<file path="config.mk">
export PLATFORM = sky130hd
export DESIGN_NAME = hsl2rgb_pq
export DESIGN_NICKNAME = d
export VERILOG_FILES = /design/src/hw/rtl/hsl2rgb_pkg.sv /design/src/hw/rtl/hsl2rgb_pq.sv
export SDC_FILE = /design/constraint.sdc
export NUM_CORES = 1
export LEC_CHECK = 0
export BUFFER_PORTS_ARGS = -buffer_cell sky130_fd_sc_hd__clkbuf_2
export CAP_MARGIN = 20
export CELL_PAD_IN_SITES_DETAIL_PLACEMENT = 0
export CELL_PAD_IN_SITES_GLOBAL_PLACEMENT = 2
export CORE_AREA = 10 10 147 176
export CTS_BUF_LIST = sky130_fd_sc_hd__clkbuf_8 sky130_fd_sc_hd__clkbuf_16
export CTS_CLUSTER_DIAMETER = 200
export CTS_CLUSTER_SIZE = 14
export DETAILED_ROUTE_END_ITERATION = 12
export DIE_AREA = 0 0 157 186
export HOLD_SLACK_MARGIN = 0.08
export PLACE_DENSITY = 0.88
export SLEW_MARGIN = 20
export SYNTH_ARGS = -nofsm -noshare
export SYNTH_HDL_FRONTEND = slang
export SYNTH_SLANG_ARGS = --single-unit
</file>
<file path="constraint.sdc">
create_clock -name aclk -period 10.4 [get_ports aclk]
set_clock_uncertainty 0.05 [all_clocks]
set_input_delay 2.08 -clock aclk [delete_from_list [all_inputs] [get_ports aclk]]
set_output_delay 2.08 -clock aclk [all_outputs]
set_load 0.03 [all_outputs]
</file>
<file path="src/hw/rtl/hsl2rgb_pkg.sv">
// Shared constants and types for the HSL to RGB converter pipeline.
package hsl2rgb_pkg;

    localparam int DEF_OUT_BITS = 16;
    localparam int FIELD_W      = 16;
    localparam int HUE_W        = 9;
    localparam int PCT_W        = 7;
    localparam int PQ_W         = 14;
    localparam int WEIGHT_W     = 6;
    localparam int UNIT_W       = 20;
    localparam int CH_N         = 4;
    localparam int NSTAGE       = 5;

    localparam int HUE_MAX     = 360;
    localparam int PCT_MAX     = 100;
    localparam int PCT_HALF    = 50;
    localparam int RAMP_STEP   = 60;
    localparam int UNIT_DEN    = 600000;
    localparam int UNIT_HALF   = UNIT_DEN / 2;
    localparam int ALPHA_SCALE = UNIT_DEN / PCT_MAX;

    // Lane order inside the channel vectors.
    localparam int CH_RED   = 0;
    localparam int CH_GREEN = 1;
    localparam int CH_BLUE  = 2;
    localparam int CH_ALPHA = 3;

    typedef struct packed {
        logic s3;
        logic s4;
        logic s5;
    } stage_en_t;

    typedef struct packed {
        logic                err;
        logic [PQ_W-1:0]     p;
        logic [PQ_W-1:0]     d;
        logic [WEIGHT_W-1:0] w_red;
        logic [WEIGHT_W-1:0] w_green;
        logic [WEIGHT_W-1:0] w_blue;
        logic [PCT_W-1:0]    alpha;
    } pq_t;

endpackage

</file>
<file path="src/hw/rtl/hsl2rgb_pq.sv">
// Stage 1: range check, p and q levels, and hue ramp weights per channel.
module hsl2rgb_pq (
    input  logic                      aclk,
    input  logic                      en,
    input  logic [hsl2rgb_pkg::HUE_W-1:0] hue_degrees,
    input  logic [hsl2rgb_pkg::PCT_W-1:0] saturation_pct,
    input  logic [hsl2rgb_pkg::PCT_W-1:0] lightness_pct,
    input  logic [hsl2rgb_pkg::PCT_W-1:0] alpha_pct,
    output hsl2rgb_pkg::pq_t          pq_out
);
    import hsl2rgb_pkg::*;

    localparam int MW = 2 * PCT_W + 1;

    // Weight of (q - p) for an angle in 0..360.
    function automatic logic [WEIGHT_W-1:0] ramp_weight(input logic [HUE_W-1:0] ang);
        logic [HUE_W-1:0] fall;
        fall = HUE_W'(4 * RAMP_STEP) - ang;
        if (ang < HUE_W'(RAMP_STEP))
            return ang[WEIGHT_W-1:0];
        else if (ang < HUE_W'(3 * RAMP_STEP))
            return WEIGHT_W'(RAMP_STEP);
        else if (ang < HUE_W'(4 * RAMP_STEP))
            return fall[WEIGHT_W-1:0];
        else
            return '0;
    endfunction

    pq_t pq_reg, pq_next;

    logic               err;
    logic               l_low;
    logic [PCT_W-1:0]   mul_a;
    logic [PCT_W:0]     mul_b;
    logic [MW-1:0]      mprod;
    logic [MW-1:0]      q_val;
    logic [MW-1:0]      p_val;
    logic [MW-1:0]      d_val;
    logic [HUE_W-1:0]   ang_red;
    logic [HUE_W-1:0]   ang_blue;

    always_comb begin
        err = (hue_degrees > HUE_W'(HUE_MAX)) || (saturation_pct > PCT_W'(PCT_MAX)) ||
              (lightness_pct > PCT_W'(PCT_MAX)) || (alpha_pct > PCT_W'(PCT_MAX));
        l_low = lightness_pct < PCT_W'(PCT_HALF);
        // q = L*(100+S) below half lightness, else 100*L + S*(100-L)
        mul_a = l_low ? lightness_pct : saturation_pct;
        mul_b = l_low ? ((PCT_W+1)'(PCT_MAX) + {1'b0, saturation_pct})
                      : ((PCT_W+1)'(PCT_MAX) - {1'b0, lightness_pct});
        mprod = MW'(mul_a) * MW'(mul_b);
        q_val = l_low ? mprod : (MW'(lightness_pct) * MW'(PCT_MAX) + mprod);
        p_val = MW'(lightness_pct) * MW'(2 * PCT_MAX) - q_val;
        d_val = q_val - p_val;

        // wrap hue + 120 and hue - 120 into 0..360
        ang_red  = (hue_degrees > HUE_W'(HUE_MAX - 2 * RAMP_STEP))
                   ? hue_degrees - HUE_W'(HUE_MAX - 2 * RAMP_STEP)
                   : hue_degrees + HUE_W'(2 * RAMP_STEP);
        ang_blue = (hue_degrees >= HUE_W'(2 * RAMP_STEP))
                   ? hue_degrees - HUE_W'(2 * RAMP_STEP)
                   : hue_degrees + HUE_W'(HUE_MAX - 2 * RAMP_STEP);

        pq_next.err     = err;
        pq_next.p       = err ? '0 : p_val[PQ_W-1:0];
        pq_next.d       = err ? '0 : d_val[PQ_W-1:0];
        pq_next.w_red   = ramp_weight(ang_red);
        pq_next.w_green = ramp_weight(hue_degrees);
        pq_next.w_blue  = ramp_weight(ang_blue);
        pq_next.alpha   = err ? '0 : alpha_pct;
    end

    always_ff @(posedge aclk) begin
        if (en) begin
            pq_reg <= pq_next;
        end
    end

    assign pq_out = pq_reg;

endmodule

</file>
==> key figures <==
Layout
  • Layout area overhead: 16.7%
  • Number of flip-flops in the largest register: 52
  • Fill cells: roughly 2300
  • Layout cell share with drive strength beyond 1: 0.181
  • Nets: ~1100
  • Ant. Diodes: 0

Yosys
  • Fraction of registers with async set/reset: 0
  • Syn Inst Count: 853
  • Top cells by count, synth: 112 x nor2_1, 108 x ha_1, 80 x inv_1
  • Area leader, netlist: edfxtp_1
  • Synth Cell Area: roughly 7300 µm²
  • Top cells by area, synth: edfxtp_1 22%, ha_1 19%, fa_1 8.6%, nor2_1 5.8%, xnor2_1 4.6%
  • Most used DFF post-synth: edfxtp_1
  • YS warnings: 0
  • Syn_area_per_cell: 8.50 µm²
  • Most numerous cell in the Yosys netlist: nor2_1
  • Yosys reg bits: 52
  • Post-synthesis sequential area ratio: 0.215
  • Yosys top cell area share: 0.215
  • Number of synthesized flops with an enable pin: 52
  • Post-Syn Nets: approximately 1000
  • Synth cell types: 72

Timing
  • Setup TNS: 0 ns
  • Fin crit share: 0.948
  • Final Slew Violations: 0
  • Fmax: 0.101 GHz
  • Unrepaired setup endpoints after global routing: no
  • Worst rel slew slack: 0.269
  • Fin. Hold Viols: 0
  • Worst-Margin Slew: 1.09 ns
  • Crit path time final: around 10 ns
  • Setup Viol. Count Final: 0

Hold path
  • Worst hold stages: 2
  • WHS Endpoint: pq_out[5]
  • HP Start: alpha_pct[5]
  • Hold/Removal Path Class: input port to flip-flop

Detailed routing
  • Drt total wl: 19200 µm
  • Wire per inst: 15.4 µm
  • DR iter-0 viols: 241
  • Residual DRC count: 0
  • Post-route ant nets: 0
  • DRT Pass-1 Iters: 4
  • Via density: 5.03
  • Vias: 6260

Die
  • Top-Level Pins: 86
  • Die footprint: 29200 µm²
  • Num rows: 60
  • Core box area: 22300 µm²
  • Die H: between 150 and 200 µm
  • Initial Util: 0.325
  • Die width: between 150 and 200 µm

Worst setup path
  • Slowest Stage Delay on Critical Path: about 0.56 ns
  • Slowest library cell on the worst path: or4_4
  • Worst Setup Start Kind: input port
  • Kind of critical path: input port to flip-flop
  • Crit. End Element: flip-flop
  • CP max FO: 5
  • Worst EP required: 10.49 ns
  • Worst EP arrival: 9.95 ns

Clock tree
  • H-tree Lvls: 2
  • Clock Root Buffer: clkbuf_16
  • CTS tree: done
  • Clk slew on worst S/H paths: roughly 0.070 ns
  • Clock Path Buffers: 2
  • Hold Buf Count CTS: 0
  • CTS Buf Count: 5
  • Clock Sinks: 52

Placed design
  • DP Wirelength: 16300 µm
  • Count of input and output buffers: 84
  • GP Congestion: 0.853

Global routing
  • GRT Total Usage: 0.134
  • Vias in the first global route: 6421
  • Pin count of the biggest net entering global routing: 53
  • Total global routing overflow: 0
  • Initial antenna violation count: 0
  • First-pass GRT wire length: 32300 µm

Run status
  • Outcome: finished, final reports clean

Job
  • Max-cap violations: 0
[metrics by stage]
step	setup slack, ns	area (µm²)	hold slack (ns)	utilization	cells
final	0.544	8470	2.02	0.380	1245
after global routing	0.00905	8470	2.02	0.380	1245
after CTS	0.272	8370	2.02	0.375	1241
after detailed placement	-0.0343	8220	2.33	0.369	1233
after global placement	0.0746	8220	2.32	0.369	1233
after floorplan	0.142	7250	2.14	-	853
[worst max-delay path: cells and delay by family]
family	cells	cell delay, ns
adders and majority gates	10	3.72
and+or+nand+nor	7	1.51
AOI/OAI and AO/OA	8	1.32
muxes	3	0.76
buffers and inverters	4	0.37
xor gates and xnor gates	1	0.16
[cell families (layout without fill, tap and decap cells)]
| group | count (synthesis) | after routing | share of synthesized area |
|---|---|---|---|
| fa+ha+maj | 142 | 142 | 0.276 |
| compound gates | 197 | 197 | 0.179 |
| xor+xnor | 56 | 56 | 0.0697 |
| buf+inv | 98 | 211 | 0.0518 |
| simple gates | 297 | 297 | 0.193 |
| other cells | 1 | 1 | 0.000517 |
| flops | 52 | 52 | 0.215 |
| mux | 10 | 10 | 0.0143 |
[final cells by class]
type                       count  area [µm²]  area share
sequential                    52        1560       0.184
tap                          279         349      0.0412
inverter                      80         300      0.0355
multi-input combinational    703        5380       0.636
clock inverter                 3        21.3     0.00251
clock buffer                   5         125      0.0148
timing repair buffer         123         726      0.0857
[how the worst max path moves through the flow]
stage                                start    endpoint  slack [ns]  depth (start not counted)
after floorplan           lightness_pct[1]  pq_out[38]        0.14                         39
after global placement    lightness_pct[3]  pq_out[38]        0.07                         33
after detailed placement  lightness_pct[1]  pq_out[38]       -0.03                         34
after CTS                 lightness_pct[1]  pq_out[38]        0.27                         34
after global routing      lightness_pct[3]  pq_out[38]       0.009                         39
final                     lightness_pct[3]  pq_out[38]        0.54                         33
[layout by cell type, fill, tap and decap left out, drive strengths merged, types with 31 or more instances in the layout]
master | Yosys | final
nor2 | 113 | 113
buf | 4 | 40
xnor2 | 38 | 38
inv | 80 | 81
ha | 108 | 108
a21oi | 63 | 63
edfxtp | 52 | 52
o21ai | 39 | 39
nand2 | 74 | 74
fa | 31 | 31
clkbuf | 14 | 88
[layer usage]
layer	routed length, µm	share of wire	vias up	GRT usage
met3	640	0.033	15	0.0143
li1	-	-	3217	-
met2	9560	0.50	89	0.240
met1	8670	0.45	2939	0.165
met5	0	0	-	0
met4	295	0.015	0	0.0355
[repair_timing]
item,in CTS,in global routing
setup buffers,0,4
setup endpoints to repair,0,3
resized for setup,0,21
Power is left out: the tool's default activity adds up to more than one toggle a clock period on the data nets, which glitch-free logic cannot reach.
