### config.mk
export PLATFORM = sky130hd
export DESIGN_NAME = hsl2rgb_ramp
export DESIGN_NICKNAME = d
export VERILOG_FILES = /design/src/hw/rtl/hsl2rgb_pkg.sv /design/src/hw/rtl/hsl2rgb_ramp.sv
export SDC_FILE = /design/constraint.sdc
export NUM_CORES = 1
export LEC_CHECK = 0
export ABC_AREA = 0
export BUFFER_PORTS_ARGS = -buffer_cell sky130_fd_sc_hd__buf_4
export CORE_ASPECT_RATIO = 1.4
export CORE_MARGIN = 2
export CORE_UTILIZATION = 52
export DETAILED_ROUTE_END_ITERATION = 8
export PLACE_DENSITY = 0.74
export SLEW_MARGIN = 20
export SYNTH_ARGS = -nofsm -noshare
export SYNTH_HDL_FRONTEND = slang
export SYNTH_SLANG_ARGS = --single-unit
### constraint.sdc
create_clock -name aclk -period 6.85 [get_ports aclk]
set_input_delay 2.055 -clock aclk [delete_from_list [all_inputs] [get_ports aclk]]
set_output_delay 2.055 -clock aclk [all_outputs]
set_load 0.05 [all_outputs]
### src/hw/rtl/hsl2rgb_pkg.sv
// Shared constants and types for the HSL to RGB converter pipeline.
package hsl2rgb_pkg;

    localparam int DEF_OUT_BITS = 16;
    localparam int FIELD_W      = 16;
    localparam int HUE_W        = 9;
    localparam int PCT_W        = 7;
    localparam int PQ_W         = 14;
    localparam int WEIGHT_W     = 6;
    localparam int UNIT_W       = 20;
    localparam int CH_N         = 4;
    localparam int NSTAGE       = 5;

    localparam int HUE_MAX     = 360;
    localparam int PCT_MAX     = 100;
    localparam int PCT_HALF    = 50;
    localparam int RAMP_STEP   = 60;
    localparam int UNIT_DEN    = 600000;
    localparam int UNIT_HALF   = UNIT_DEN / 2;
    localparam int ALPHA_SCALE = UNIT_DEN / PCT_MAX;

    // Lane order inside the channel vectors.
    localparam int CH_RED   = 0;
    localparam int CH_GREEN = 1;
    localparam int CH_BLUE  = 2;
    localparam int CH_ALPHA = 3;

    typedef struct packed {
        logic s3;
        logic s4;
        logic s5;
    } stage_en_t;

    typedef struct packed {
        logic                err;
        logic [PQ_W-1:0]     p;
        logic [PQ_W-1:0]     d;
        logic [WEIGHT_W-1:0] w_red;
        logic [WEIGHT_W-1:0] w_green;
        logic [WEIGHT_W-1:0] w_blue;
        logic [PCT_W-1:0]    alpha;
    } pq_t;

endpackage

### src/hw/rtl/hsl2rgb_ramp.sv
// Stage 2: channel levels in units of 1/600000 from p, q - p and the ramp weights.
module hsl2rgb_ramp (
    input  logic                 aclk,
    input  logic                 en,
    input  hsl2rgb_pkg::pq_t     pq_in,
    output logic [hsl2rgb_pkg::CH_N-1:0][hsl2rgb_pkg::UNIT_W-1:0] level,
    output logic                 err
);
    import hsl2rgb_pkg::*;

    logic [CH_N-1:0][UNIT_W-1:0] level_reg, level_next;
    logic                        err_reg;
    logic [UNIT_W-1:0]           base;

    always_comb begin
        base = UNIT_W'(pq_in.p) * UNIT_W'(RAMP_STEP);
        level_next[CH_RED]   = base + UNIT_W'(pq_in.d) * UNIT_W'(pq_in.w_red);
        level_next[CH_GREEN] = base + UNIT_W'(pq_in.d) * UNIT_W'(pq_in.w_green);
        level_next[CH_BLUE]  = base + UNIT_W'(pq_in.d) * UNIT_W'(pq_in.w_blue);
        level_next[CH_ALPHA] = UNIT_W'(pq_in.alpha) * UNIT_W'(ALPHA_SCALE);
    end

    always_ff @(posedge aclk) begin
        if (en) begin
            level_reg <= level_next;
            err_reg   <= pq_in.err;
        end
    end

    assign level = level_reg;
    assign err   = err_reg;

endmodule

==> key figures, run 1 <==
Critical path
  – Buf+Inv Stages, Crit Path: 5
  – CP Depth: 22
  – CP top delay family: adder cells
  – Critical path's largest stage delay: 0.59 ns
  – Critical Path End Type: flop
  – Crit Path Max Fanout: 3
  – Cell at the slowest stage of the critical path: fa_2
  – Data arrival, critical path: 6.76 ns
  – Critical Path RT: 6.95 ns
  – CP Class: in -> reg
  – Crit-path cells: buf_4 -> fa_2 -> fa_2 -> ha_1 -> a211oi_2 -> buf_4 -> nor4_4 -> or2_1 -> nor2_1 -> xor2_2 -> buf_4 -> buf_4 -> fa_1 -> inv_1 -> ha_1 -> nand2_1 -> nor3_2 -> o211ai_1 -> a21boi_1 -> o21a_1 -> mux2i_1 -> nand2_1
  – Crit-path most repeated cell: buf_4
  – Crit start category: input port

Placed design
  – I/O Buffers: 132
  – Gpl congestion: 0.8747
  – Dpl ws: -0.4423 ns
  – Dpl hpwl: 25230 microns
  – Inst Count DP: 1950

STA
  – Fin Setup TNS: 0 ns
  – Fin worst setup slack: 0.1898 ns
  – Setup violations, final: 0
  – Peak Freq: 150.1 MHz
  – Period Utilization, post-route: 97.23%
  – Actual slew at the worst max-slew pin: 1.066 ns
  – Worst slew margin: 28.92%
  – Fin. max-slew vios: 0
  – Final hold violation count: 0
  – Period minus WS final: 6.660 ns

Synth
  – Most used flip-flop cell after synthesis: edfxtp_1
  – #FFs+latches synth: 77
  – Post-Synthesis Cell Area: 13650 sq um
  – Post-synth EDFFs: 77
  – Syn Area/Cell: 9.592 sq um
  – Synth cell types: 61
  – Yosys warns: 0
  – Seq/Total Area, Yosys: 16.94%
  – Cell count after synthesis: 1423
  – Post-synthesis async set-or-reset flop share: 0%

Clocking
  – CTS tree: built
  – Hold_buf cts: 0
  – Maximum clock path buffer count: 2
  – Clk pin slew, worst setup/hold paths: 0.06 ns
  – Root buf cell: clkbuf_16
  – CTS buffer count: 9
  – H-tree Lvls: 3
  – Clock tree sinks: 77

Floorplan
  – Full die area: 27580 sq um
  – Ports: 137
  – Starting Density: 52.47%
  – Die width: 140.9 microns
  – Core area: 26010 sq um
  – FP Rows: 70
  – Chip height: 195.7 microns

Global route
  – Most Crowded Layer GR: met2
  – Vias in the first global route: 11.34k
  – Largest net degree at the start of global routing: 78
  – GR Overflow Total: 0
  – Initial antenna violation count: 0
  – First-pass GRT wire length: 52030 microns
  – GR met2 Demand/Resource: 44.01%
  – Met1 Resource Use GR: 26.27%
  – GRT Util Overall: 23.62%
  – Routing usage on met3: 2.538%

Route
  – Number of routed nets with antenna violations: 0
  – TritonRoute pass-1 iters: 7
  – DR iter-0 viols: 485
  – Via density: 5.233
  – Post-route DRC: 0
  – WL/cell: 15.36 microns
  – Via count: 10.30k
  – Final wirelength: 30220 microns

Final layout
  – Final net count: 2077
  – # diodes: 0
  – Number of flip-flops under the largest register name: 76
  – Post-Layout Cell Count: 1968
  – P&R area growth vs syn: 17.96%
  – Share of cells above drive strength 1: 17.21%
  – Final core occ: 61.90%

Job
  – Max-Cap Viols: 0

Hold path
  – Worst min path class: in -> reg
  – Cell depth of the worst hold path: 1
  – Hold Startpoint: pq_in[53]
  – WHS Endpoint: err

Run status
  – Outcome: finished, final reports clean
per-stage QoR:
stage | hold WS [ns] | area (sq um)
2_1_floorplan | 2.154 | 13660
6_report | 1.889 | 16100
3_5_place_dp | 2.237 | 15710
3_3_place_gp | 2.237 | 15710
5_1_grt | 1.885 | 16100
4_1_cts | 1.877 | 16010
what timing repair did:
action                     in CTS  in global routing
hold endpoints to repair        0                  0
pin swaps                       0                  6
buffers inserted                0                  2
setup endpoints to repair       3                 15
gates resized for setup         1                 20
cells by family after synthesis:
logic type | Yosys count | synth area share, %
DFF | 77 | 16.94
other | 1 | 0.02747
xor gates and xnor gates | 66 | 4.235
muxes | 2 | 0.1467
and+or+nand+nor | 360 | 12.26
AOI/OAI and AO/OA | 165 | 7.948
adders and majority gates | 382 | 48.16
buffers and inverters | 370 | 10.29
how the worst max path moves through the flow:
stage | start | to | slack, ns
5_1_grt | pq_in[39] | level[37] | -0.05
2_1_floorplan | pq_in[45] | level[37] | 0.06
3_5_place_dp | pq_in[39] | level[19] | -0.44
4_1_cts | pq_in[39] | level[37] | 0.008
3_3_place_gp | pq_in[39] | level[19] | -0.23
6_report | pq_in[39] | level[37] | 0.19
layout by cell type (no fill, tap or decap), types with 2 or more instances in the layout:
cell	netlist	routed
o211ai_1	2	2
fa_2	0	3
o21bai_1	6	5
conb_1	1	4
xor2_1	23	21
nor2_1	36	36
a211oi_1	3	2
fa_1	239	236
nand3_1	3	3
and4_1	2	2
o21ai_0	25	23
a211o_1	2	2
nand2b_1	4	4
o31a_1	4	4
a32oi_1	2	2
a221oi_1	2	2
a21oi_2	2	4
and2_1	84	84
ha_1	143	143
or2_2	2	2
a21o_1	25	25
a2111oi_2	1	2
buf_4	4	243
o21a_1	16	16
nand2_1	196	196
nor3_1	12	11
a21oi_1	48	46
edfxtp_1	77	77
clkinvlp_4	0	3
nor2b_1	10	10
o21ai_1	6	8
mux2i_1	2	2
inv_1	328	326
xnor2_1	43	42
a21boi_1	1	2
clkbuf_16	0	9
clkbuf_1	38	2
a31oi_1	3	3
xor2_2	0	2
metal layers:
layer	up-vias	share of wire [%]
li1	4815	-
met1	5167	36
met2	238	54
met3	78	3.5
met4	0	5.9
met5	-	0
Yosys cell counts (3+ instances only):
library cell / instances / share of area [%]
inv_1: 328 / 9.0
fa_1: 239 / 35
nand2_1: 196 / 5.4
ha_1: 143 / 13
and2_1: 84 / 3.9
edfxtp_1: 77 / 17
a21oi_1: 48 / 1.8
xnor2_1: 43 / 2.8
clkbuf_1: 38 / 1.0
nor2_1: 36 / 0.99
a21o_1: 25 / 1.4
o21ai_0: 25 / 0.92
xor2_1: 23 / 1.5
o21a_1: 16 / 0.88
nor3_1: 12 / 0.44
nor2b_1: 10 / 0.46
o21ai_1: 6 / 0.22
o21bai_1: 6 / 0.33
buf_4: 4 / 0.22
nand2b_1: 4 / 0.18
o31a_1: 4 / 0.26
a211oi_1: 3 / 0.16
a31oi_1: 3 / 0.14
nand3_1: 3 / 0.11
layout make-up:
| cell class | count | area (sq um) |
|---|---|---|
| Tap cell | 324 | 405.4 |
| Fill cell | 2129 | 9912 |
| Inverter | 328 | 1239 |
| Sequential cell | 77 | 2312 |
| Clock inverter | 5 | 60.06 |
| Clock buffer | 11 | 232.7 |
| Timing Repair Buffer | 244 | 1836 |
| Multi-Input combinational cell | 979 | 10020 |
Power of run 1 is left out: the tool's default activity adds up to more than one toggle a clock period on the data nets, which glitch-free logic cannot reach.
==> inputs of run 2 (changes only) <==
--- a/config.mk
+++ b/config.mk
@@ -7,11 +7,13 @@
 export LEC_CHECK = 0
 export ABC_AREA = 0
 export BUFFER_PORTS_ARGS = -buffer_cell sky130_fd_sc_hd__buf_4
+export CELL_PAD_IN_SITES_DETAIL_PLACEMENT = 1
+export CELL_PAD_IN_SITES_GLOBAL_PLACEMENT = 1
 export CORE_ASPECT_RATIO = 1.4
 export CORE_MARGIN = 2
-export CORE_UTILIZATION = 52
+export CORE_UTILIZATION = 44
 export DETAILED_ROUTE_END_ITERATION = 8
-export PLACE_DENSITY = 0.74
+export PLACE_DENSITY_LB_ADDON = 0.1
 export SLEW_MARGIN = 20
 export SYNTH_ARGS = -nofsm -noshare
 export SYNTH_HDL_FRONTEND = slang
==> run 2 against run 1 <==
Compared with the run above: worst hold slack got worse by 0.035 ns; critical path type unchanged; highest routed layer unchanged; count of clock-buffer cells in the layout fell by 2; first-iteration DRC count fell by 48%; global-route usage fell by 1.6 points; maximum frequency fell by 0.31%; final area rose by 2.1%; via count rose by 0.58%; sequential share of layout area fell by 0.29 points; critical path depth fell by 1; die area rose by 18%.
==> key figures, run 2 (synthesis results as in run 1) <==
Route
  – DR iter-0 viols: 250 (-48%)
  – Via density: 5.050 (-3.5%)
  – TritonRoute pass-1 iters: 6 (-1)
  – Via count: 10.36k (+0.58%)
  – WL/cell: 16.67 microns (+8.5%)
  – Post-route DRC: 0 (unchanged)
  – Number of routed nets with antenna violations: 0 (unchanged)
  – Final wirelength: 34190 microns (+13%)

Clocking
  – Root buf cell: clkbuf_16
  – Clock tree sinks: 77 (unchanged)
  – H-tree Lvls: 3 (unchanged)
  – CTS buffer count: 9 (unchanged)
  – CTS tree: built
  – Maximum clock path buffer count: 2 (unchanged)
  – Clk pin slew, worst setup/hold paths: 0.07 ns (about the same)

STA
  – Period minus WS final: 6.681 ns (+0.02044 ns)
  – Unrepaired setup endpoints after global routing: yes
  – Fin worst setup slack: 0.1694 ns (-0.02044 ns)
  – Final hold violation count: 0 (unchanged)
  – Period Utilization, post-route: 97.53% (+0.30 points)
  – Setup violations, final: 0 (unchanged)
  – Actual slew at the worst max-slew pin: 0.8641 ns (-0.2020 ns)
  – Peak Freq: 149.7 MHz (-0.31%)
  – Fin. max-slew vios: 0 (unchanged)
  – Fin Setup TNS: 0 ns (unchanged)
  – Worst slew margin: 42.39% (+13 points)

Critical path
  – Crit start category: input port
  – CP Class: in -> reg
  – Data arrival, critical path: 6.79 ns (+0.03 ns)
  – Critical Path RT: 6.96 ns (about the same)
  – Critical Path End Type: flop
  – Crit Path Max Fanout: 4 (+1)

Final layout
  – Final core occ: 53.67% (-8.2 points)
  – Share of cells above drive strength 1: 18.84% (+1.6 points)
  – P&R area growth vs syn: 20.40%
  – Commonest non-fill, non-tap cell in the layout: inv_1
  – Fill count: 3559 (+67%)
  – Final net count: 2094 (+0.82%)
  – Most frequent cells in the layout: inv_1 (325), buf_4 (260), fa_1 (238), nand2_1 (196), ha_1 (139)
  – Number of flip-flops under the largest register name: 76 (unchanged)
  – Final Cell Area: 16430 sq um (+2.1%)
  – # diodes: 0 (unchanged)

Global route
  – Largest net degree at the start of global routing: 58 (-26%)
  – Initial antenna violation count: 0 (unchanged)
  – Vias in the first global route: 11.52k (+1.6%)
  – First-pass GRT wire length: 56360 microns (+8.3%)
  – GRT Util Overall: 22.00% (-1.6 points)
  – GR Overflow Total: 0 (unchanged)

Floorplan
  – FP Rows: 76 (+8.6%)
  – Core area: 30620 sq um (+18%)
  – Ports: 137 (unchanged)
  – Chip height: 212.4 microns (+8.5%)
  – Starting Density: 44.58% (-7.9 points)
  – Die width: 152.9 microns (+8.5%)
  – Full die area: 32470 sq um (+18%)

Job
  – Max-Cap Viols: 0 (unchanged)

Placed design
  – Gpl congestion: 0.8586 (-1.8%)
  – Dpl hpwl: 28640 microns (+14%)
  – Dpl ws: -0.4583 ns (-0.01597 ns)
  – Area of placed instances: 15910 sq um (+1.3%)
  – I/O Buffers: 132 (unchanged)

Hold path
  – Worst min path class: in -> reg

Run status
  – Outcome: finished, final reports clean
run 2: changes by cell type in the layout (fill, tap and decap cells not counted), moves of 2 or more:
cell	previous run	this run
a21oi_1	46	43
a21oi_2	4	6
buf_4	243	260
clkbuf_1	2	0
fa_1	236	238
fa_2	3	1
ha_1	143	139
ha_4	0	4
inv_6	1	4
run 2: worst paths after layout:
| check | slack (ns) | endpoint | cells after the start | start |
|---|---|---|---|---|
| worst max-delay path | 0.17 | level[19] | 21 | pq_in[44] |
| worst min-delay path | 1.85 | err | 1 | pq_in[53] |
run 2: layout make-up:
class                   instances  area (sq um)  area share, %
inverters                     328          1242          7.561
repair buffers                261          1972          12.00
flip-flops and latches         77          2312          14.07
clock buffers                   9         225.2          1.370
multi-input cells             979         10110          61.51
clock inverters                 7         85.08         0.5177
well taps                     390         488.0          2.969
run 2: timing repair:
item / 4_1_cts / 5_1_grt
setup endpoints to repair: 2 / 16
hold buffers: 0 / 0
setup buffers: 0 / 3
hold endpoints to repair: 0 / 0
gates resized for setup: 5 / 28
pin swaps: 0 / 14
run 2: through the flow:
step	hold WS, ns	instances
finish	1.854	2051
global route	1.839	2051
CTS	1.832	2048
detailed placement	2.235	2032
global placement	2.233	2032
floorplan	2.154	1426
run 2: per-layer routing:
layer  GRT usage (%)  vias up  routed length [microns]  part of all wire, %
met5               0        -                        0                    0
met4           7.567        0                     1133                  3.3
met3           2.324       49                      868                  2.5
met2           42.91      157                    19160                   56
met1           24.78     5307                    13030                   38
li1                -     4845                        -                    -
run 2: critical path, cell delays in order:
cell and delay [ns]:
buf_4 0.09, clkinvlp_4 0.13, fa_1 0.51, fa_1 0.49, inv_1 0.04, ha_1 0.28
a21o_1 0.18, a22o_1 0.22, or2_1 0.25, o21ai_1 0.13, nand2b_1 0.09, a21oi_2 0.19
xnor2_2 0.19, buf_4 0.19, fa_1 0.45, ha_4 0.29, and4_4 0.23, a21bo_4 0.24
a221oi_2 0.25, a31oi_1 0.09, xor2_1 0.17
Power of run 2 is left out for the same reason.
