==> src/hw/rtl/hsl2rgb_pkg.sv <==
// Shared constants and types for the HSL to RGB converter pipeline.
package hsl2rgb_pkg;

    localparam int DEF_OUT_BITS = 16;
    localparam int FIELD_W      = 16;
    localparam int HUE_W        = 9;
    localparam int PCT_W        = 7;
    localparam int PQ_W         = 14;
    localparam int WEIGHT_W     = 6;
    localparam int UNIT_W       = 20;
    localparam int CH_N         = 4;
    localparam int NSTAGE       = 5;

    localparam int HUE_MAX     = 360;
    localparam int PCT_MAX     = 100;
    localparam int PCT_HALF    = 50;
    localparam int RAMP_STEP   = 60;
    localparam int UNIT_DEN    = 600000;
    localparam int UNIT_HALF   = UNIT_DEN / 2;
    localparam int ALPHA_SCALE = UNIT_DEN / PCT_MAX;

    // Lane order inside the channel vectors.
    localparam int CH_RED   = 0;
    localparam int CH_GREEN = 1;
    localparam int CH_BLUE  = 2;
    localparam int CH_ALPHA = 3;

    typedef struct packed {
        logic s3;
        logic s4;
        logic s5;
    } stage_en_t;

    typedef struct packed {
        logic                err;
        logic [PQ_W-1:0]     p;
        logic [PQ_W-1:0]     d;
        logic [WEIGHT_W-1:0] w_red;
        logic [WEIGHT_W-1:0] w_green;
        logic [WEIGHT_W-1:0] w_blue;
        logic [PCT_W-1:0]    alpha;
    } pq_t;

endpackage

==> src/hw/rtl/hsl2rgb_scale.sv <==
// Stages 3 to 5 of one lane: round(level * full_scale / 600000) by reciprocal multiply.
module hsl2rgb_scale #(
    parameter int OUT_BITS = hsl2rgb_pkg::DEF_OUT_BITS
) (
    input  logic                            aclk,
    input  hsl2rgb_pkg::stage_en_t          en,
    input  logic [hsl2rgb_pkg::UNIT_W-1:0]  level,
    output logic [hsl2rgb_pkg::FIELD_W-1:0] frac
);
    import hsl2rgb_pkg::*;

    localparam int XW    = UNIT_W + OUT_BITS;   // numerator width
    localparam int HW    = 28;                  // high slice used for the estimate
    localparam int CUT   = XW - HW;
    localparam int SH    = CUT + 30;
    localparam int RW    = SH - 19;
    localparam int QW    = OUT_BITS + 1;
    localparam int REM_W = 21;                  // remainder stays below twice the divisor
    localparam logic [OUT_BITS-1:0] FULL = {OUT_BITS{1'b1}};
    localparam logic [RW-1:0] RECIP = RW'((64'd1 << SH) / 64'(UNIT_DEN));

    logic [XW-1:0]       x_reg, x_next;
    logic [QW-1:0]       qe_reg, qe_next;
    logic [REM_W-1:0]    xl_reg;
    logic [FIELD_W-1:0]  frac_reg, frac_next;
    logic [HW+RW-1:0]    est_prod;
    logic [QW+UNIT_W-1:0] back_prod;
    logic [REM_W-1:0]    rem;
    logic [QW-1:0]       quot;
    logic [QW+FIELD_W-1:0] quot_ext;

    always_comb begin
        x_next    = XW'(level) * XW'(FULL) + XW'(UNIT_HALF);
        est_prod  = (HW+RW)'(x_reg[XW-1:CUT]) * (HW+RW)'(RECIP);
        qe_next   = est_prod[HW+RW-1:30];
        // estimate is low by at most one; fix up with the remainder
        back_prod = (QW+UNIT_W)'(qe_reg) * (QW+UNIT_W)'(UNIT_DEN);
        rem       = xl_reg - back_prod[REM_W-1:0];
        quot      = qe_reg + QW'(rem >= REM_W'(UNIT_DEN));
        quot_ext  = (QW+FIELD_W)'(quot);
        frac_next = quot_ext[FIELD_W-1:0];
    end

    always_ff @(posedge aclk) begin
        if (en.s3) begin
            x_reg <= x_next;
        end
        if (en.s4) begin
            qe_reg <= qe_next;
            xl_reg <= x_reg[REM_W-1:0];
        end
        if (en.s5) begin
            frac_reg <= frac_next;
        end
    end

    assign frac = frac_reg;

endmodule

==> config.mk <==
export PLATFORM = sky130hd
export DESIGN_NAME = hsl2rgb_scale
export DESIGN_NICKNAME = d
export VERILOG_FILES = /design/src/hw/rtl/hsl2rgb_pkg.sv /design/src/hw/rtl/hsl2rgb_scale.sv
export SDC_FILE = /design/constraint.sdc
export NUM_CORES = 1
export LEC_CHECK = 0
export BUFFER_PORTS_ARGS = -buffer_cell sky130_fd_sc_hd__buf_2
export CELL_PAD_IN_SITES_DETAIL_PLACEMENT = 1
export CELL_PAD_IN_SITES_GLOBAL_PLACEMENT = 2
export CORE_ASPECT_RATIO = 2
export CORE_UTILIZATION = 49
export DETAILED_ROUTE_END_ITERATION = 10
export GPL_TIMING_DRIVEN = 0
export PLACE_DENSITY_LB_ADDON = 0.25
export SLEW_MARGIN = 5
export SYNTH_ARGS = -nofsm -noshare
export SYNTH_HDL_FRONTEND = slang
export SYNTH_SLANG_ARGS = --single-unit
==> constraint.sdc <==
create_clock -name aclk -period 13.1 [get_ports aclk]
set_input_delay 3.275 -clock aclk [delete_from_list [all_inputs] [get_ports aclk]]
set_output_delay 3.275 -clock aclk [all_outputs]
set_load 0.005 [all_outputs]
==> impl_metrics.env, run 1 <==
export IMPL_vias=12889
export IMPL_ant_nets=0
export IMPL_overflow=0
export IMPL_ys_seq_area_share_pct=11.4
export IMPL_synth_edf_count=77
export IMPL_fin_area_mm2=0.0215
export IMPL_muxShareOfSynthArea_pct=0.0989
export IMPL_htreeDepth=3
export IMPL_synth_top_area_share_pct=43.4
export IMPL_num_rows=105
export IMPL_synthXorXnorAreaFrac_pct=4.24
export IMPL_synthFlopType="edfxtp_1"
export IMPL_cp_end_kind="register"
export IMPL_wl_per_cell_um=21.0
export IMPL_drive_gt1_share_pct=4.11
export IMPL_regToRegStartpoint="qe_reg[6]"
export IMPL_path_clk_slew_ps=70
export IMPL_ys_warn_count=0
export IMPL_post_cts_buffers=0
export IMPL_clock_path_buffers=2
export IMPL_ctsResizeCount=0
export IMPL_reg2regPathDepth=27
export IMPL_die_h_um=290
export IMPL_critPathMaxStageDelay_ps=800
export IMPL_place_congestion=0.927
export IMPL_final_nets=2695
export IMPL_synth_cell_type_count=59
export IMPL_syn_area_mm2=0.0203
export IMPL_ios=40
export IMPL_status="completed"
export IMPL_worstPathRequired_ps=13220
export IMPL_grt_pass1_wl_um=81600
export IMPL_grt_max_degree=32
export IMPL_place_area_mm2=0.0211
export IMPL_synth_async_sr_flop_share_pct=0
export IMPL_fin_worst_skew_ps=11.4
export IMPL_wl_um=51600
export IMPL_critPathMaxFanout=6
export IMPL_synthCells=1866
export IMPL_core_area_mm2=0.0409
export IMPL_initialDrtViolationCount=312
export IMPL_place_hpwl_um=47500
export IMPL_antenna_cells=0
export IMPL_grt_pass1_vias=15747
export IMPL_crit_chain="buf_2 -> fa_1 -> inv_1 -> fa_1 -> inv_1 -> fa_1 -> fa_1 -> inv_1 -> fa_1 -> fa_1 -> inv_1 -> ha_1 -> a211oi_1 -> o21ai_0 -> a41oi_2 -> o31ai_2 -> a221oi_4 -> o311ai_2 -> a31o_1 -> a21oi_2 -> xnor2_1"
export IMPL_yosys_area_top_type="fa_1"
export IMPL_synth_top_family_by_area="adder cells"
export IMPL_crit_type="primary input to register"
export IMPL_hold_viol_final=0
export IMPL_worstReg2RegEnd="frac[15]"
export IMPL_yosys_area_share_simple_pct=3.69
export IMPL_cp_slowest_cell="fa_1"
export IMPL_hold_class="register to register"
export IMPL_synth_ff_latch_count=77
export IMPL_fmax_mhz=108
export IMPL_min_to="xl_reg[7]"
export IMPL_start_kind="primary input"
export IMPL_r2r_slack_ps=5190
export IMPL_die_w_um=146
export IMPL_clock_sinks=77
export IMPL_first_pass_iters=4
export IMPL_worst_slew_pin_slew_ps=701
export IMPL_cts_tree="built"
export IMPL_rsz0062_at_grt="no"
export IMPL_cts_buffers=9
export IMPL_antenna_found_initial=0
export IMPL_finalSetupViolations=0
export IMPL_postCtsHoldBufs=0
export IMPL_fin_crit_sh_pct=70.7
export IMPL_cts_root_buf="clkbuf_16"
export IMPL_die_area_mm2=0.0422
export IMPL_route_detailed_drc=0
export IMPL_largest_reg_flops=30
export IMPL_synth_nets=2645
export IMPL_crit_top_cell="fa_1"
export IMPL_synthAdderAreaFrac_pct=62.9
export IMPL_synth_compound_area_share_pct=6.69
export IMPL_layout_min_cycle_time_ps=9260
export IMPL_maxCapViolations=0
export IMPL_via_per_inst=5.25
export IMPL_io_buffer_count=39
export IMPL_start_util_pct=49.6
export IMPL_syn_to_final_growth_pct=5.93
export IMPL_slew_headroom_pct=53.3
export IMPL_critPathArrivalTime_ps=9380
export IMPL_drv_slew=0
export IMPL_clk_latency_ps=370
export IMPL_worst_path_buf_inv=5
export IMPL_holdPathStages=0
export IMPL_synth_area_leaders="fa_1 43%, ha_1 20%, edfxtp_1 11%"
export IMPL_tns_ps=0
export IMPL_grt_usage_pct=26.2
export IMPL_crit_family="adder cells"
export IMPL_min_from="x_reg[7]"
export IMPL_avgSynthCellArea_um2=10.9
==> layout make-up <==
class / instances / area, µm²
plain buffers: 1 / 5.00
clock buffers: 9 / 225
clock inverters: 7 / 111
fillers: 4420 / 19400
inverters: 589 / 2210
multi-input cells: 1199 / 15700
flip-flops and latches: 77 / 2310
well taps: 535 / 669
repair buffers: 39 / 195
==> cell usage after synthesis, drive strengths merged (5+ instances only) <==
cell type,instances
nand4,10
o211ai,6
edfxtp,77
and2,5
a21oi,60
ha,316
o21bai,9
o21ai,31
nor3,17
nor2,44
a211oi,11
nand2,37
fa,439
inv,589
nand2b,7
nor2b,7
o21a,11
nand3,16
a21o,24
xor2,24
xnor2,74
==> worst max path at each step <==
stage,start,cells past startpoint,to,slack (ps)
after global routing,level[5],21,x_reg[35],3590
after floorplan,level[5],20,x_reg[35],4260
final,level[8],21,x_reg[35],3840
after detailed placement,level[5],21,x_reg[35],3480
after global placement,level[5],21,x_reg[35],3550
after CTS,level[5],21,x_reg[35],3880
==> metrics by stage <==
stage	std cells	hold slack (ps)	setup slack, ps	util (%)
floorplan	1866	400	4260	-
global placement	2440	513	3550	51.7
detailed placement	2440	516	3480	51.7
CTS	2456	538	3880	52.5
global route	2456	528	3590	52.5
finish	2456	528	3840	52.5
==> layer usage <==
metal,GRT usage [%],up-vias,wire length (µm)
met3,2.14,141,696
met1,20.7,6689,14700
met5,0,-,0
met4,17.4,0,3690
li1,-,5846,-
met2,57.8,213,32500
==> layout by cell type, fill, tap and decap left out, types with 15 or more instances in the layout <==
| cell | count |
|---|---|
| inv_1 | 589 |
| fa_1 | 439 |
| ha_1 | 316 |
| edfxtp_1 | 77 |
| xnor2_1 | 74 |
| a21oi_1 | 57 |
| nor2_1 | 44 |
| buf_2 | 40 |
| nand2_1 | 37 |
| o21ai_0 | 28 |
| a21o_1 | 24 |
| xor2_1 | 24 |
| nor3_1 | 16 |
| nand3_1 | 15 |
==> cell families (layout without fill, tap and decap cells) <==
group	count (synthesis)	after routing
fa+ha+maj	755	755
buf+inv	590	645
compound gates	189	189
simple gates	155	155
xor+xnor	98	98
flops	77	77
mux	2	2
Power of run 1 is not shown: default switching activity piles up to over one toggle a cycle in this logic, so the estimate is an artifact.
==> run 2: changes to the inputs <==
Settings changed: ABC_AREA set to 1, CORE_UTILIZATION 49 to 43.
Clock period 13.1 ns to 9.7 ns, I/O delays scaled along.
==> impl_metrics.env, run 2 <==
export IMPL_ios=40
export IMPL_drive_gt1_share_pct=4.75
export IMPL_critPathMaxStageDelay_ps=690
export IMPL_reg2regPathDepth=33
export IMPL_ant_nets=0
export IMPL_num_rows=117
export IMPL_route_detailed_drc=0
export IMPL_initialDrtViolationCount=435
export IMPL_cts_tree="built"
export IMPL_synthCells=2322
export IMPL_ctsResizeCount=0
export IMPL_finalSetupViolations=0
export IMPL_grt_usage_pct=25.8
export IMPL_yosys_area_top_type="fa_1"
export IMPL_cts_buffers=9
export IMPL_layout_min_cycle_time_ps=8180
export IMPL_critPathArrivalTime_ps=8310
export IMPL_yosysMostFrequentCell="inv_1"
export IMPL_ys_seq_area_share_pct=12.0
export IMPL_clk_latency_ps=380
export IMPL_critPathMaxFanout=7
export IMPL_crit_top_cell="inv_1"
export IMPL_avgSynthCellArea_um2=9.56
export IMPL_n_fill_cell=5916
export IMPL_final_cell_mix="677 x inv_1, 439 x fa_1, 316 x ha_1"
export IMPL_final_nets=3151
export IMPL_drv_slew=0
export IMPL_hold_class="register to register"
export IMPL_die_w_um=163
export IMPL_ys_warn_count=0
export IMPL_maxCapViolations=0
export IMPL_syn_area_mm2=0.0222
export IMPL_vias=15458
export IMPL_crit_family="adder cells"
export IMPL_synthFlopType="edfxtp_1"
export IMPL_worst_path_buf_inv=6
export IMPL_crit_type="register to register"
export IMPL_grt_pass1_wl_um=99800
export IMPL_netlist_top_cells_count="677 x inv_1, 439 x fa_1, 316 x ha_1"
export IMPL_cp_depth=33
export IMPL_synth_async_sr_flop_share_pct=0
export IMPL_multiInputGateArea_mm2=0.0169
export IMPL_synth_compound_area_share_pct=6.21
export IMPL_synthAdderAreaFrac_pct=57.4
export IMPL_cp_slowest_cell="edfxtp_1"
export IMPL_hold_viol_final=0
export IMPL_core_area_mm2=0.0509
export IMPL_synth_ff_latch_count=89
export IMPL_clock_path_buffers=2
export IMPL_htreeDepth=3
export IMPL_place_hpwl_um=59100
export IMPL_tns_ps=0
export IMPL_worstPathRequired_ps=9830
export IMPL_postCtsHoldBufs=0
export IMPL_overflow=0
export IMPL_synthXorXnorAreaFrac_pct=3.67
export IMPL_place_congestion=0.903
export IMPL_start_kind="register"
export IMPL_fin_crit_sh_pct=84.3
export IMPL_slew_headroom_pct=36.5
export IMPL_final_common_cell="inv_1"
export IMPL_holdPathStages=0
export IMPL_synth_area_leaders="fa_1 40%, ha_1 18%, edfxtp_1 12%"
export IMPL_fin_worst_skew_ps=12.3
export IMPL_syn_to_final_growth_pct=5.94
export IMPL_synth_top_area_share_pct=39.6
export IMPL_status="completed"
export IMPL_path_clk_slew_ps=70
export IMPL_synth_cell_type_count=50
export IMPL_first_pass_iters=4
export IMPL_die_h_um=323
export IMPL_antenna_found_initial=0
export IMPL_largest_reg_flops=36
export IMPL_worst_slew_pin_slew_ps=952
export IMPL_io_buffer_count=39
export IMPL_post_cts_buffers=0
export IMPL_muxShareOfSynthArea_pct=0
export IMPL_cts_root_buf="clkbuf_16"
export IMPL_synth_top_family_by_area="adder cells"
export IMPL_synth_edf_count=89
export IMPL_yosys_area_share_simple_pct=8.84
export IMPL_wl_um=63300
export IMPL_synth_nets=3101
export IMPL_antenna_cells=0
export IMPL_grt_pass1_vias=18690
export IMPL_fmax_mhz=122
export IMPL_via_per_inst=5.10
export IMPL_rsz0062_at_grt="no"
export IMPL_clock_sinks=89
export IMPL_cp_end_kind="register"
export IMPL_grt_max_degree=38
export IMPL_wl_per_cell_um=20.9
export IMPL_die_area_mm2=0.0526
export IMPL_start_util_pct=43.6
export IMPL_regArea_mm2=0.00267
-- run 2: area by class of cell --
type,instances,share of cell area [%]
Clock buffer,10,0.974
Tap cell,654,3.48
Multi-Input combinational cell,1533,71.9
Inverter,699,11.2
Clock inverter,6,0.319
Timing Repair Buffer,39,0.830
Sequential cell,89,11.4
Buffer,1,0.0213
-- run 2: metrics by stage --
stage / utilization (%) / instance area, µm² / setup WS, ps / cells / hold WS, ps
finish: 46.2 / 23500 / 1520 / 3031 / 418
global route: 46.2 / 23500 / 929 / 3031 / 427
CTS: 46.2 / 23500 / 1470 / 3031 / 422
detailed placement: 45.6 / 23200 / 1480 / 3015 / 406
global placement: 45.6 / 23200 / 1500 / 3015 / 402
floorplan: - / 22200 / 2370 / 2322 / 400
-- run 2: metal layers --
layer	vias up	share of wire, %	global-route usage, %
li1	7184	-	-
met1	7929	30	21.9
met2	204	62	55.5
met3	141	1.1	1.80
met4	0	6.1	14.8
met5	-	0	0
-- run 2: path summary, 6_finish.rpt --
check,to,startpoint,slack (ps)
worst max register to register,frac[15],qe_reg[5],1520
worst min register to register,xl_reg[4],x_reg[4],420
worst max-delay path,frac[15],qe_reg[5],1520
worst min-delay path,xl_reg[4],x_reg[4],420
-- run 2: cell families (layout without fill, tap and decap cells) --
| group | after synthesis | in the layout |
|---|---|---|
| buffers and inverters | 700 | 755 |
| and+or+nand+nor | 457 | 457 |
| DFF | 89 | 89 |
| xor gates and xnor gates | 93 | 93 |
| adders and majority gates | 755 | 755 |
| AOI/OAI and AO/OA | 228 | 228 |
-- run 2: worst reg2reg max path, delay by kind of cell (launching register included) --
kind                     cells  cell delay (ps)
AO/OA/AOI/OAI                5              780
XOR/XNOR                     3              750
adder cells (fa/ha/maj)      9             3370
buffers and inverters        6              570
flip-flops                   1              690
AND/OR/NAND/NOR             10             1790
Power of run 2 is left out for the same reason.
